<file path="src/rtl/btbs_pkg.sv">
`timescale 1ns / 1ps
`default_nettype none
// -----------------------------------------------------------------------------
// btbs_pkg: shared types and constants of the bitrate selector
// Field widths, stream packing offsets, register map and the decision flags.
// -----------------------------------------------------------------------------
package btbs_pkg;

	localparam int RATE_W  = 32;
	localparam int BUF_W   = 32;
	localparam int QUAL_W  = 4;
	localparam int DELAY_W = 33;
	localparam int LCNT_W  = 5;

	// Input tdata packing, lowest bit first.
	localparam int IN_LIDX_LSB  = 0;
	localparam int IN_LRATE_LSB = IN_LIDX_LSB + QUAL_W;
	localparam int IN_CUR_LSB   = IN_LRATE_LSB + RATE_W;
	localparam int IN_EST_LSB   = IN_CUR_LSB + QUAL_W;
	localparam int IN_BUF_LSB   = IN_EST_LSB + RATE_W;
	localparam int IN_RISE_BIT  = IN_BUF_LSB + BUF_W;
	localparam int IN_FIRST_BIT = IN_RISE_BIT + 1;
	localparam int IN_TDATA_W   = 112;

	// Output tdata packing, lowest bit first.
	localparam int OUT_TDATA_W = 40;
	localparam int OUT_PAD_W   = OUT_TDATA_W - QUAL_W - DELAY_W;

	// Configuration port.
	localparam int APB_ADDR_W = 5;
	localparam int APB_DATA_W = 32;
	localparam int REG_IDX_W  = 3;

	localparam logic [REG_IDX_W-1:0] REG_LEVEL_COUNT = 3'd0;
	localparam logic [REG_IDX_W-1:0] REG_BUFFER_MIN  = 3'd1;
	localparam logic [REG_IDX_W-1:0] REG_BUFFER_LOW  = 3'd2;
	localparam logic [REG_IDX_W-1:0] REG_BUFFER_HIGH = 3'd3;
	localparam logic [REG_IDX_W-1:0] REG_SEGMENT_DUR = 3'd4;

	localparam logic [LCNT_W-1:0] RST_LEVEL_COUNT = 5'd16;
	localparam logic [BUF_W-1:0]  RST_BUFFER_MIN  = 32'd10000000;
	localparam logic [BUF_W-1:0]  RST_BUFFER_LOW  = 32'd20000000;
	localparam logic [BUF_W-1:0]  RST_BUFFER_HIGH = 32'd40000000;
	localparam logic [BUF_W-1:0]  RST_SEGMENT_DUR = 32'd2000000;

	typedef enum logic {
		OP_WRITE  = 1'b0,
		OP_DECIDE = 1'b1
	} op_t;

	// Outcome of every compare that the decision needs.
	typedef struct packed {
		logic fast_ok;     // 4*cur_rate <= 3*est
		logic up33_ok;     // 100*up_rate <= 33*est
		logic up50_ok;     // 2*up_rate <= est
		logic up75_ok;     // 4*up_rate <= 3*est
		logic up_hold;     // 10*up_rate >= 9*est
		logic cur_ge_est;  // cur_rate >= est
		logic lt_min;
		logic lt_low;
		logic lt_high;
		logic gt_high;
		logic is_top;
		logic rising;
	} dec_flags_t;

endpackage
`default_nettype wire

</file>
<file path="src/rtl/btbs_decide.sv">
`timescale 1ns / 1ps
`default_nettype none
// -----------------------------------------------------------------------------
// btbs_decide: level and delay selection
// Turns the registered compare flags into the next level, the download delay
// and the end of the fast-start phase.
// -----------------------------------------------------------------------------
module btbs_decide import btbs_pkg::*; (
	input  wire logic               fast_start,
	input  wire dec_flags_t         flags,
	input  wire logic [QUAL_W-1:0]  cur,
	input  wire logic [QUAL_W-1:0]  up,
	input  wire logic [QUAL_W-1:0]  down,
	input  wire logic [DELAY_W-1:0] wait_us,
	input  wire logic [DELAY_W-1:0] fast_delay,
	output logic [QUAL_W-1:0]       next_level,
	output logic [DELAY_W-1:0]      delay_us,
	output logic                    fast_end
);

	logic fast_path;
	logic hold;

	assign fast_path = fast_start && !flags.is_top && flags.rising && flags.fast_ok;
	assign hold      = flags.is_top || flags.up_hold;
	assign fast_end  = !fast_path;

	always_comb begin
		next_level = cur;
		delay_us   = '0;
		if (fast_path) begin
			if (flags.lt_min) begin
				if (flags.up33_ok) next_level = up;
			end else if (flags.lt_low) begin
				if (flags.up50_ok) next_level = up;
			end else begin
				if (flags.up75_ok) next_level = up;
				if (flags.gt_high) delay_us = fast_delay;
			end
		end else begin
			if (flags.lt_min) begin
				next_level = '0;
			end else if (flags.lt_low) begin
				if (cur != '0 && flags.cur_ge_est) next_level = down;
			end else if (flags.lt_high) begin
				if (hold) delay_us = wait_us;
			end else begin
				if (hold) delay_us = wait_us;
				else next_level = up;
			end
		end
	end

endmodule
`default_nettype wire

</file>
<file path="src/rtl/buffer_threshold_bitrate_select_top.sv">
`timescale 1ns / 1ps
`default_nettype none
// -----------------------------------------------------------------------------
// buffer_threshold_bitrate_select_top: buffer-based bitrate level chooser
// Rate table, configuration registers and a three-stage decision pipeline.
// -----------------------------------------------------------------------------
// Usage:
// The slave stream carries two kinds of transaction, chosen by s_tuser. A
// write transaction stores one level's bitrate in the rate table and yields
// no result. A decide transaction yields one result on the master stream
// (next level and download delay) unless its first-segment flag is set.
// The rate table read and the buffer compares are registered into stage 1
// at the accepting edge, the scaled rate compares into stage 2, then the
// decision goes into the output register, which drives m_tvalid.
// One transaction is accepted every cycle while s_tready is high; the three
// stages each hold one item and close bubbles when the receiver stalls, so
// s_tready drops only when all of them are full and m_tready is low.
// The user writes the configuration port only while no decision is in flight;
// the block does not enforce this. Reset loads the default thresholds, a level
// count of 16, turns fast start on and empties the pipeline. The rate table
// is not cleared; every entry must be written before a decision can reach it.
// -----------------------------------------------------------------------------
module buffer_threshold_bitrate_select_top import btbs_pkg::*; #(
	parameter int MAX_LEVELS = 16
) (
	input  wire logic                  clk,
	input  wire logic                  arst_n,
	// Slave stream.
	input  wire logic                  s_tvalid,
	output logic                       s_tready,
	// tdata: level_index, level_rate, prev_level, tput_est,
	//        buffer_level_us, buffer_rising, first_segment, zero pad
	input  wire logic [IN_TDATA_W-1:0] s_tdata,
	// tuser: op
	input  wire logic                  s_tuser,
	// Master stream.
	output logic                       m_tvalid,
	input  wire logic                  m_tready,
	// tdata: next_level, delay_us, zero pad
	output logic [OUT_TDATA_W-1:0]     m_tdata,
	// Configuration port.
	input  wire logic                  psel,
	input  wire logic                  penable,
	input  wire logic                  pwrite,
	input  wire logic [APB_ADDR_W-1:0] paddr,
	input  wire logic [APB_DATA_W-1:0] pwdata,
	output logic [APB_DATA_W-1:0]      prdata,
	output logic                       pready
);

	localparam int TABLE_DEPTH = (MAX_LEVELS < 16) ? MAX_LEVELS : 16;
	localparam int ADDR_W = $clog2(TABLE_DEPTH);
	localparam logic [LCNT_W-1:0] COUNT_MAX = LCNT_W'(TABLE_DEPTH);

	// Configuration registers.
	logic [LCNT_W-1:0] level_count_q;
	logic [BUF_W-1:0]  buffer_min_q;
	logic [BUF_W-1:0]  buffer_low_q;
	logic [BUF_W-1:0]  buffer_high_q;
	logic [BUF_W-1:0]  segment_dur_q;
	logic [REG_IDX_W-1:0] reg_idx;
	logic cfg_wr;

	assign pready  = 1'b1;
	assign reg_idx = paddr[APB_ADDR_W-1:2];
	assign cfg_wr  = psel && penable && pwrite && pready;

	always_ff @(posedge clk or negedge arst_n) begin
		if (!arst_n) begin
			level_count_q <= RST_LEVEL_COUNT;
			buffer_min_q  <= RST_BUFFER_MIN;
			buffer_low_q  <= RST_BUFFER_LOW;
			buffer_high_q <= RST_BUFFER_HIGH;
			segment_dur_q <= RST_SEGMENT_DUR;
		end else if (cfg_wr) begin
			case (reg_idx)
				REG_LEVEL_COUNT: level_count_q <= pwdata[LCNT_W-1:0];
				REG_BUFFER_MIN:  buffer_min_q  <= pwdata;
				REG_BUFFER_LOW:  buffer_low_q  <= pwdata;
				REG_BUFFER_HIGH: buffer_high_q <= pwdata;
				REG_SEGMENT_DUR: segment_dur_q <= pwdata;
				default: ;
			endcase
		end
	end

	always_comb begin
		case (reg_idx)
			REG_LEVEL_COUNT: prdata = APB_DATA_W'(level_count_q);
			REG_BUFFER_MIN:  prdata = buffer_min_q;
			REG_BUFFER_LOW:  prdata = buffer_low_q;
			REG_BUFFER_HIGH: prdata = buffer_high_q;
			REG_SEGMENT_DUR: prdata = segment_dur_q;
			default:         prdata = '0;
		endcase
	end

	// Input fields.
	logic [QUAL_W-1:0] in_level_index;
	logic [RATE_W-1:0] in_level_rate;
	logic [QUAL_W-1:0] in_cur;
	logic [RATE_W-1:0] in_est;
	logic [BUF_W-1:0]  in_buf;
	logic              in_rising;
	logic              in_first;

	assign in_level_index = s_tdata[IN_LIDX_LSB +: QUAL_W];
	assign in_level_rate  = s_tdata[IN_LRATE_LSB +: RATE_W];
	assign in_cur         = s_tdata[IN_CUR_LSB +: QUAL_W];
	assign in_est         = s_tdata[IN_EST_LSB +: RATE_W];
	assign in_buf         = s_tdata[IN_BUF_LSB +: BUF_W];
	assign in_rising      = s_tdata[IN_RISE_BIT];
	assign in_first       = s_tdata[IN_FIRST_BIT];

	// Pipeline control.
	logic v_s1, v_s2, out_valid_q;
	logic en_s1, en_s2, en_s3;
	logic s_acc, wr_en, dec_acc;

	assign en_s3    = !out_valid_q || m_tready;
	assign en_s2    = !v_s2 || en_s3;
	assign en_s1    = !v_s1 || en_s2;
	assign s_tready = en_s1;
	assign s_acc    = s_tvalid && s_tready;
	assign wr_en    = s_acc && (s_tuser == OP_WRITE)
		&& ({1'b0, in_level_index} < COUNT_MAX);
	assign dec_acc  = s_acc && (s_tuser == OP_DECIDE) && !in_first;

	// Level clamping and neighbors.
	logic [LCNT_W-1:0] count;
	logic [QUAL_W-1:0] top, cur_c, up_c, down_c;
	logic              is_top;

	always_comb begin
		if (level_count_q == '0) count = LCNT_W'(1);
		else if (level_count_q > COUNT_MAX) count = COUNT_MAX;
		else count = level_count_q;
		top    = QUAL_W'(count - LCNT_W'(1));
		cur_c  = (in_cur > top) ? top : in_cur;
		is_top = (cur_c == top);
		up_c   = is_top ? cur_c : cur_c + QUAL_W'(1);
		down_c = (cur_c == '0) ? cur_c : cur_c - QUAL_W'(1);
	end

	// Buffer zone compares and the hold-time candidate.
	logic [BUF_W-1:0]   bopt;
	logic [DELAY_W-1:0] bt_minus_taf, wait_c, fast_delay;

	assign bopt         = BUF_W'(({1'b0, buffer_low_q} + {1'b0, buffer_high_q}) >> 1);
	assign bt_minus_taf = {1'b0, in_buf} - {1'b0, segment_dur_q};
	assign wait_c       = ($signed(bt_minus_taf) > $signed({1'b0, bopt}))
		? bt_minus_taf : {1'b0, bopt};
	assign fast_delay   = {1'b0, buffer_high_q} - {1'b0, segment_dur_q};

	// Rate table; read data is registered into stage 1.
	logic [RATE_W-1:0] rate_mem [TABLE_DEPTH];
	logic [RATE_W-1:0] cur_rate_s1, up_rate_s1, est_s1;
	logic [QUAL_W-1:0] cur_s1, up_s1, down_s1;
	logic [DELAY_W-1:0] wait_s1;
	logic lt_min_s1, lt_low_s1, lt_high_s1, gt_high_s1, is_top_s1, rising_s1;

	always_ff @(posedge clk) begin
		if (wr_en) begin
			rate_mem[in_level_index[ADDR_W-1:0]] <= in_level_rate;
		end
		if (dec_acc) begin
			cur_rate_s1 <= rate_mem[cur_c[ADDR_W-1:0]];
			up_rate_s1  <= rate_mem[up_c[ADDR_W-1:0]];
			est_s1      <= in_est;
			cur_s1      <= cur_c;
			up_s1       <= up_c;
			down_s1     <= down_c;
			wait_s1     <= wait_c;
			lt_min_s1   <= in_buf < buffer_min_q;
			lt_low_s1   <= in_buf < buffer_low_q;
			lt_high_s1  <= in_buf < buffer_high_q;
			gt_high_s1  <= in_buf > buffer_high_q;
			is_top_s1   <= is_top;
			rising_s1   <= in_rising;
		end
	end

	// Stage 2: rate compares, the scaled ones as exact integer cross-multiplies.
	dec_flags_t flags_c, flags_s2;
	logic [QUAL_W-1:0]  cur_s2, up_s2, down_s2;
	logic [DELAY_W-1:0] wait_s2;

	always_comb begin
		flags_c.fast_ok    = (34'(cur_rate_s1) * 34'd4) <= (34'(est_s1) * 34'd3);
		flags_c.up33_ok    = (39'(up_rate_s1) * 39'd100) <= (39'(est_s1) * 39'd33);
		flags_c.up50_ok    = {up_rate_s1, 1'b0} <= {1'b0, est_s1};
		flags_c.up75_ok    = (34'(up_rate_s1) * 34'd4) <= (34'(est_s1) * 34'd3);
		flags_c.up_hold    = (36'(up_rate_s1) * 36'd10) >= (36'(est_s1) * 36'd9);
		flags_c.cur_ge_est = cur_rate_s1 >= est_s1;
		flags_c.lt_min     = lt_min_s1;
		flags_c.lt_low     = lt_low_s1;
		flags_c.lt_high    = lt_high_s1;
		flags_c.gt_high    = gt_high_s1;
		flags_c.is_top     = is_top_s1;
		flags_c.rising     = rising_s1;
	end

	always_ff @(posedge clk) begin
		if (en_s2 && v_s1) begin
			flags_s2 <= flags_c;
			cur_s2   <= cur_s1;
			up_s2    <= up_s1;
			down_s2  <= down_s1;
			wait_s2  <= wait_s1;
		end
	end

	// Stage 3: decision into the output register.
	logic               fast_start_q;
	logic [QUAL_W-1:0]  next_c, next_q;
	logic [DELAY_W-1:0] delay_c, delay_q;
	logic               fast_end;

	btbs_decide u_decide (
		.fast_start (fast_start_q),
		.flags      (flags_s2),
		.cur        (cur_s2),
		.up         (up_s2),
		.down       (down_s2),
		.wait_us    (wait_s2),
		.fast_delay (fast_delay),
		.next_level (next_c),
		.delay_us   (delay_c),
		.fast_end   (fast_end)
	);

	always_ff @(posedge clk) begin
		if (en_s3 && v_s2) begin
			next_q  <= next_c;
			delay_q <= delay_c;
		end
	end

	always_ff @(posedge clk or negedge arst_n) begin
		if (!arst_n) begin
			v_s1         <= 1'b0;
			v_s2         <= 1'b0;
			out_valid_q  <= 1'b0;
			fast_start_q <= 1'b1;
		end else begin
			if (en_s1) v_s1 <= dec_acc;
			if (en_s2) v_s2 <= v_s1;
			if (en_s3) out_valid_q <= v_s2;
			// Fast start ends for good at the first decision that leaves it.
			if (en_s3 && v_s2 && fast_end) fast_start_q <= 1'b0;
		end
	end

	assign m_tvalid = out_valid_q;
	assign m_tdata  = {{OUT_PAD_W{1'b0}}, delay_q, next_q};

endmodule
`default_nettype wire

</file>
<file path="config.mk">
export PLATFORM = sky130hd
export DESIGN_NAME = buffer_threshold_bitrate_select_top
export DESIGN_NICKNAME = d
export VERILOG_FILES = /design/src/rtl/btbs_pkg.sv /design/src/rtl/btbs_decide.sv /design/src/rtl/buffer_threshold_bitrate_select_top.sv
export SDC_FILE = /design/constraint.sdc
export NUM_CORES = 2
export LEC_CHECK = 0
export ABC_AREA = 1
export BUFFER_PORTS_ARGS = -buffer_cell sky130_fd_sc_hd__buf_2
export CAP_MARGIN = 5
export CORE_UTILIZATION = 45
export CTS_BUF_LIST = sky130_fd_sc_hd__clkbuf_8
export DETAILED_ROUTE_END_ITERATION = 6
export PLACE_DENSITY = 0.7
export SYNTH_ARGS = -nofsm -noshare
export SYNTH_HDL_FRONTEND = slang
export SYNTH_SLANG_ARGS = --single-unit
</file>
<file path="constraint.sdc">
create_clock -name clk -period 10.52 [get_ports clk]
set_clock_uncertainty 0.05 [all_clocks]
set_input_delay 3.156 -clock clk [delete_from_list [all_inputs] [get_ports clk]]
set_output_delay 3.156 -clock clk [all_outputs]
set_load 0.005 [all_outputs]
</file>
### After elaboration in Yosys (flattened, before gate mapping)

Memory sizes are Yosys's and may differ from the RTL's. A register that Yosys moved wholly into a read port is not among the register bits.
Index checks and enable logic that the tools add are counted.
W data, S select, Z words.

* bits in registers: 314
* memory bits (writable): 512
* bits of input ports: 157
* output and inout port bits: 75
* memories kept: 1

Memories
* rate_mem: words 16, bits a word 32, read ports 2, clocked after Yosys merged registers in 2, wr ports 1, line buffer_threshold_bitrate_select_top.sv:156 `logic [RATE_W-1:0] rate_mem [TABLE_DEPTH];`

* add/subtract/negate cells: 6
* multiply operators: 5
* order comparisons: 13
* equality and inequality tests: 5
* muxes and demuxes: 27
* bitwise gates (word level): 1
* reduce and logical (&&, ||, !) cells: 32

Operators by type and width (number)
* $mux W33: 7
* $pmux W32 S5: 1
* $lt A32 B32 Y1: 3
* $le A34 B34 Y1: 2
* $sub A32 B32 Y33: 2
* $mux W4: 16
* $le A39 B38 Y1: 1
* $mul A32 B6 Y38 const B: 1
* $mul A32 B5 Y37 const B: 1
* $ge A36 B36 Y1: 1
* $mul A32 B4 Y36 const B: 1
* $mul A32 B3 Y35 const B: 1
* $mul A32 B2 Y34 const B: 1
* $add A32 B32 Y33: 1
* $gt A33 B33 Y1: 1
* $le A33 B32 Y1: 1
* $ge A32 B32 Y1: 1
* $gt A32 B32 Y1: 1
* $mux W32: 1
* $logic_and A1 B1 Y1: 13
* $reduce_and A2 Y1: 5
* $sub A4 B1 Y4 const B: 2
* $eq A3 B2 Y1 const B: 2
* $logic_not A1 Y1: 6
* 13 further kinds: 17

### Depth between registers and ports, before layout

* depth after elaboration: 8
* gate-level depth with buffers: 31
* depth with buffers taken out: 31

### Hierarchy

Synthesis repeated with hierarchy kept, for this count alone.

* cell total of the unflattened synthesis: 7526
* area, all modules: 64732.1 µm²

By module, submodules not included
* buffer_threshold_bitrate_select_top: times used 1, cells each 7249, area each 63487.1 µm², seq. area each 26081.3 µm²
* btbs_decide: times used 1, cells each 277, area each 1244.9 µm², seq. area each 0.0 µm²

### Worst setup path after synthesis

OpenSTA, ideal clock, no wires.

* kind: input-to-reg
* from: input port m_tready
* to: register cur_rate_s1[0] (read register of rate_mem) (enable)
* library setup time: 0.833 ns
* data arrival time: 13.395 ns
* path slack: -3.758 ns
* stages on the path: 6
* path through: inv_1 nand2_1 nor2_1 nand2_1 nand2_1 nor3_1

* longest elaborated chain between the ends: 6

RTL lines
* start: declaration: line buffer_threshold_bitrate_select_top.sv:38 `input wire logic m_tready,`
* $logic_or A1 B1 Y1: line buffer_threshold_bitrate_select_top.sv:120 `assign en_s3 = !out_valid_q || m_tready;`
* $logic_or A1 B1 Y1: line buffer_threshold_bitrate_select_top.sv:121 `assign en_s2 = !v_s2 || en_s3;`
* $logic_or A1 B1 Y1: line buffer_threshold_bitrate_select_top.sv:122 `assign en_s1 = !v_s1 || en_s2;`
* named net s_tready: line buffer_threshold_bitrate_select_top.sv:30 `output logic s_tready,`
* $logic_and A1 B1 Y1: line buffer_threshold_bitrate_select_top.sv:124 `assign s_acc = s_tvalid && s_tready;`
* $logic_and A1 B1 Y1 (2 in a row): line buffer_threshold_bitrate_select_top.sv:127 `assign dec_acc = s_acc && (s_tuser == OP_DECIDE) && !in_first;`
* named net dec_acc: line buffer_threshold_bitrate_select_top.sv:118 `logic s_acc, wr_en, dec_acc;`
* end: declaration: line buffer_threshold_bitrate_select_top.sv:157 `logic [RATE_W-1:0] cur_rate_s1, up_rate_s1, est_s1;`

The timed path passes the listed nets, and every way through them passes these cells.
A chain may end at the register's enable or synchronous reset.

### Worst setup path in the final report

* from: input port s_tdata[72]
* to: register wait_s1[29] (data pin)

* longest elaborated chain between the ends: 3

RTL lines
* start: declaration: line buffer_threshold_bitrate_select_top.sv:33 `input wire logic [IN_TDATA_W-1:0] s_tdata,`
* $sub A32 B32 Y33 (*): line buffer_threshold_bitrate_select_top.sv:150 `assign bt_minus_taf = {1'b0, in_buf} - {1'b0, segment_dur_q};`
* $gt A33 B33 Y1: line buffer_threshold_bitrate_select_top.sv:151 `assign wait_c = ($signed(bt_minus_taf) > $signed({1'b0, bopt}))`
* $mux W32 (*): line buffer_threshold_bitrate_select_top.sv:152 `? bt_minus_taf : {1'b0, bopt};`
* named net wait_c[29]: line buffer_threshold_bitrate_select_top.sv:147 `logic [DELAY_W-1:0] bt_minus_taf, wait_c, fast_delay;`
* end signal: assignment: line buffer_threshold_bitrate_select_top.sv:173 `wait_s1 <= wait_c;`
* end: declaration: line buffer_threshold_bitrate_select_top.sv:159 `logic [DELAY_W-1:0] wait_s1;`

The timed path passes the listed nets; every way through them passes the cells marked *.

==> results.sh <==
export IMPL_gp_congestion=0.970
export IMPL_cts_setup_buffers=0
export IMPL_synth_edf_count=753
export IMPL_vdd_drop_max_mv=0.696
export IMPL_h_tree_depth=4
export IMPL_dr_first_iter_drc_count=5826
export IMPL_violations="design-rule violations"
export IMPL_yosys_warnings=0
export IMPL_final_common_cell="nand2_1"
export IMPL_fin_crit_sh_pct=76.6
export IMPL_ctsHoldBuffers=0
export IMPL_switchingPower_mw=10.2
export IMPL_grt_pass1_vias=54600
export IMPL_firstDrtPassIters=7
export IMPL_start_util_pct=45.5
export IMPL_setup_tns_ps=0
export IMPL_swShare_pct=50.7
export IMPL_die_w_um=381
export IMPL_cts_tree="built"
export IMPL_vias=56500
export IMPL_area_delta_synth_final_pct=9.07
export IMPL_ys_ff_latch=890
export IMPL_grt_pass1_wl_um=308000
export IMPL_power_mw=20.1
export IMPL_die_area_mm2=0.146
export IMPL_syn_area_mm2=0.0648
export IMPL_finalMaxSlewViolations=0
export IMPL_hold_viol_final=0
export IMPL_synthArstFlopShare_pct=15.4
export IMPL_clkPwrFrac_pct=15.3
export IMPL_slew_limit_headroom_pct=3.55
export IMPL_drc_errors=1
export IMPL_clock_root_buffer="clkbuf_8"
export IMPL_layout_nets=8711
export IMPL_core_mm2=0.142
export IMPL_row_count=138
export IMPL_grt_usage_pct=27.3
export IMPL_ys_seq_area_share_pct=40.3
export IMPL_leakage_nw=31.8
export IMPL_hpwl_um=138000
export IMPL_drive_gt1_share_pct=7.33
export IMPL_final_cell_mix="nand2_1 (1,343), inv_1 (1,109), nand3_1 (755), ha_1 (755), edfxtp_1 (753)"
export IMPL_cts_resized=0
export IMPL_synth_cell_types=63
export IMPL_max_freq_ghz=0.124
export IMPL_hold_path_class="reg2reg"
export IMPL_synth_area_per_cell_um2=8.50
export IMPL_crit_type="in2reg"
export IMPL_fill_cells=13200
export IMPL_antenna_found_initial=21
export IMPL_finalCriticalPeriod_ps=8060
export IMPL_crit_path_end_kind="flop"
export IMPL_clk_latency_ps=920
export IMPL_cts_sinks=890
export IMPL_avgViaCountPerCell=5.78
export IMPL_timing_hold_ws_ps=361
export IMPL_clk_pin_slew_worst_paths_ps=60
export IMPL_outcome="finished with violations"
export IMPL_cp_data_required_time_ps=11120
export IMPL_power_density_mw_per_mm2=285
export IMPL_max_slew_worst_pin_slew_ps=1410
export IMPL_portBuffers=219
export IMPL_power_frac_comb_pct=62.0
export IMPL_die_y_um=381
export IMPL_rsz0062_at_grt="no"
export IMPL_grt_overflow_total=0
export IMPL_finalSetupViolations=0
export IMPL_routed_wirelength_um=203000
export IMPL_critPathMaxFanout=33
export IMPL_cp_arrival_ps=8660
export IMPL_maxCapViolCount=0
export IMPL_grt_max_degree=211
export IMPL_seq_area_mm2=0.0261
export IMPL_internal_power_mw=9.93
export IMPL_syn_instance_count=7627
export IMPL_postRouteAntennaNets=0
export IMPL_numCtsBuffers=152
export IMPL_synth_main_ff_cell="edfxtp_1"
export IMPL_multiInputGateArea_mm2=0.0336
export IMPL_io_pins=232
export IMPL_crit_path_start_kind="primary input"
export IMPL_clk_path_buf_depth=3
export IMPL_seqPwrFrac_pct=22.7
export IMPL_wl_per_cell_um=20.8
sequential cells by signal, summed over array words and instances, names as in the netlist, 5 cells and up:
signal	cells
rate_mem	512
delay_q	33
wait_s1	33
wait_s2	33
buffer_high_q	32
buffer_low_q	32
buffer_min_q	32
cur_rate_s1	32
est_s1	32
segment_dur_q	32
up_rate_s1	32
flags_s2	12
level_count_q	5
final timing paths:
check                                              from                      endpoint  slack, ps  depth (start not counted)
max                                         s_tdata[72]         wait_s1[29]$_DFFE_PP_       2460                         27
min                                down_s1[1]$_DFFE_PP_          down_s2[1]$_DFFE_PP_        360                          0
max reg2reg                buffer_high_q[0]$_DFFE_PN0P_         wait_s1[29]$_DFFE_PP_       3700                         23
min reg2reg                        down_s1[1]$_DFFE_PP_          down_s2[1]$_DFFE_PP_        360                          0
max in group asynchronous                        arst_n   buffer_low_q[1]$_DFFE_PN0P_       6950                          2
min in group asynchronous                        arst_n  buffer_low_q[12]$_DFFE_PN0P_       2220                          1
critical path: stages:
cell and delay, ps:
buf_2 110, inv_1 140, ha_1 200, inv_1 70, fa_1 390, nand3_1 100
nand2_1 100, nand2_1 90, nand2_1 120, nand3_1 120, nand2_1 160, a21oi_1 340
o21ai_0 200, nand2_1 120, nand2_1 60, nand2_1 70, nand2_1 90, ha_1 330
nand2_1 60, nor3_1 210, nand4_1 130, nor2_1 350, nand3b_1 140, nand3_2 550
nand3_2 830, nand2_1 280, nand2_1 80
power groups by stage:
stage	registers (mW)	clock network, mW	logic [mW]
detailed placement	4.63	0	12.2
global placement	4.63	0	11.9
floorplan	4.47	0	8.86
global route	4.59	3.28	13.8
finish	4.57	3.08	12.5
CTS	4.56	3.13	12.2
layer usage:
layer	track usage, %	vias up	part of all wire (%)
met5	0	-	0.044
met4	10.8	14	3.6
met3	4.96	495	9.0
met2	43.5	2460	45
met1	36.7	26700	42
li1	-	26800	-
synth_stat cells (100+ instances only):
cell / n / area (um2)
xor2_1: 125 / 1090
nand4_1: 100 / 626
nand3_1: 755 / 3780
clkbuf_1: 148 / 556
o21ai_0: 598 / 2990
ha_1: 755 / 9450
edfxtp_1: 753 / 22600
nor2_1: 323 / 1210
nand2_1: 1350 / 5070
a21oi_1: 636 / 3180
inv_1: 1057 / 3970
dfrtp_1: 104 / 2600
nand3b_1: 135 / 1010
buf_2: 109 / 546
stage by stage:
stage	setup WS (ps)	instance area, um2	instances	utilization [%]
final	2460	70700	9784	49.7
after global routing	2070	70700	9781	49.7
after CTS	2610	70700	9778	49.7
after detailed placement	1730	67700	9501	47.6
after global placement	1780	67700	9501	47.6
after floorplan	766	64800	7630	-
kinds of logic (layout without fill, tap and decap cells):
kind of cell / after synthesis / count (layout) / synth area share [%]
AOI/OAI and AO/OA: 1618 / 1618 / 14.2
xor gates and xnor gates: 198 / 198 / 2.70
adders and majority gates: 789 / 789 / 15.6
buffers and inverters: 1360 / 1618 / 8.23
DFF: 890 / 890 / 40.3
other: 2 / 11 / 0.0116
and+or+nand+nor: 2770 / 2770 / 19.0
cell type report:
type                    count  share of cell area [%]
well taps                1890                    3.35
diodes                      6                  0.0212
clock buffers             157                    3.06
multi-input cells        5380                    47.6
repair buffers            276                    2.29
inverters                1065                    5.66
flip-flops and latches    890                    36.9
clock inverters           120                    1.11
No activity file was read; power rests on OpenSTA's default activity.
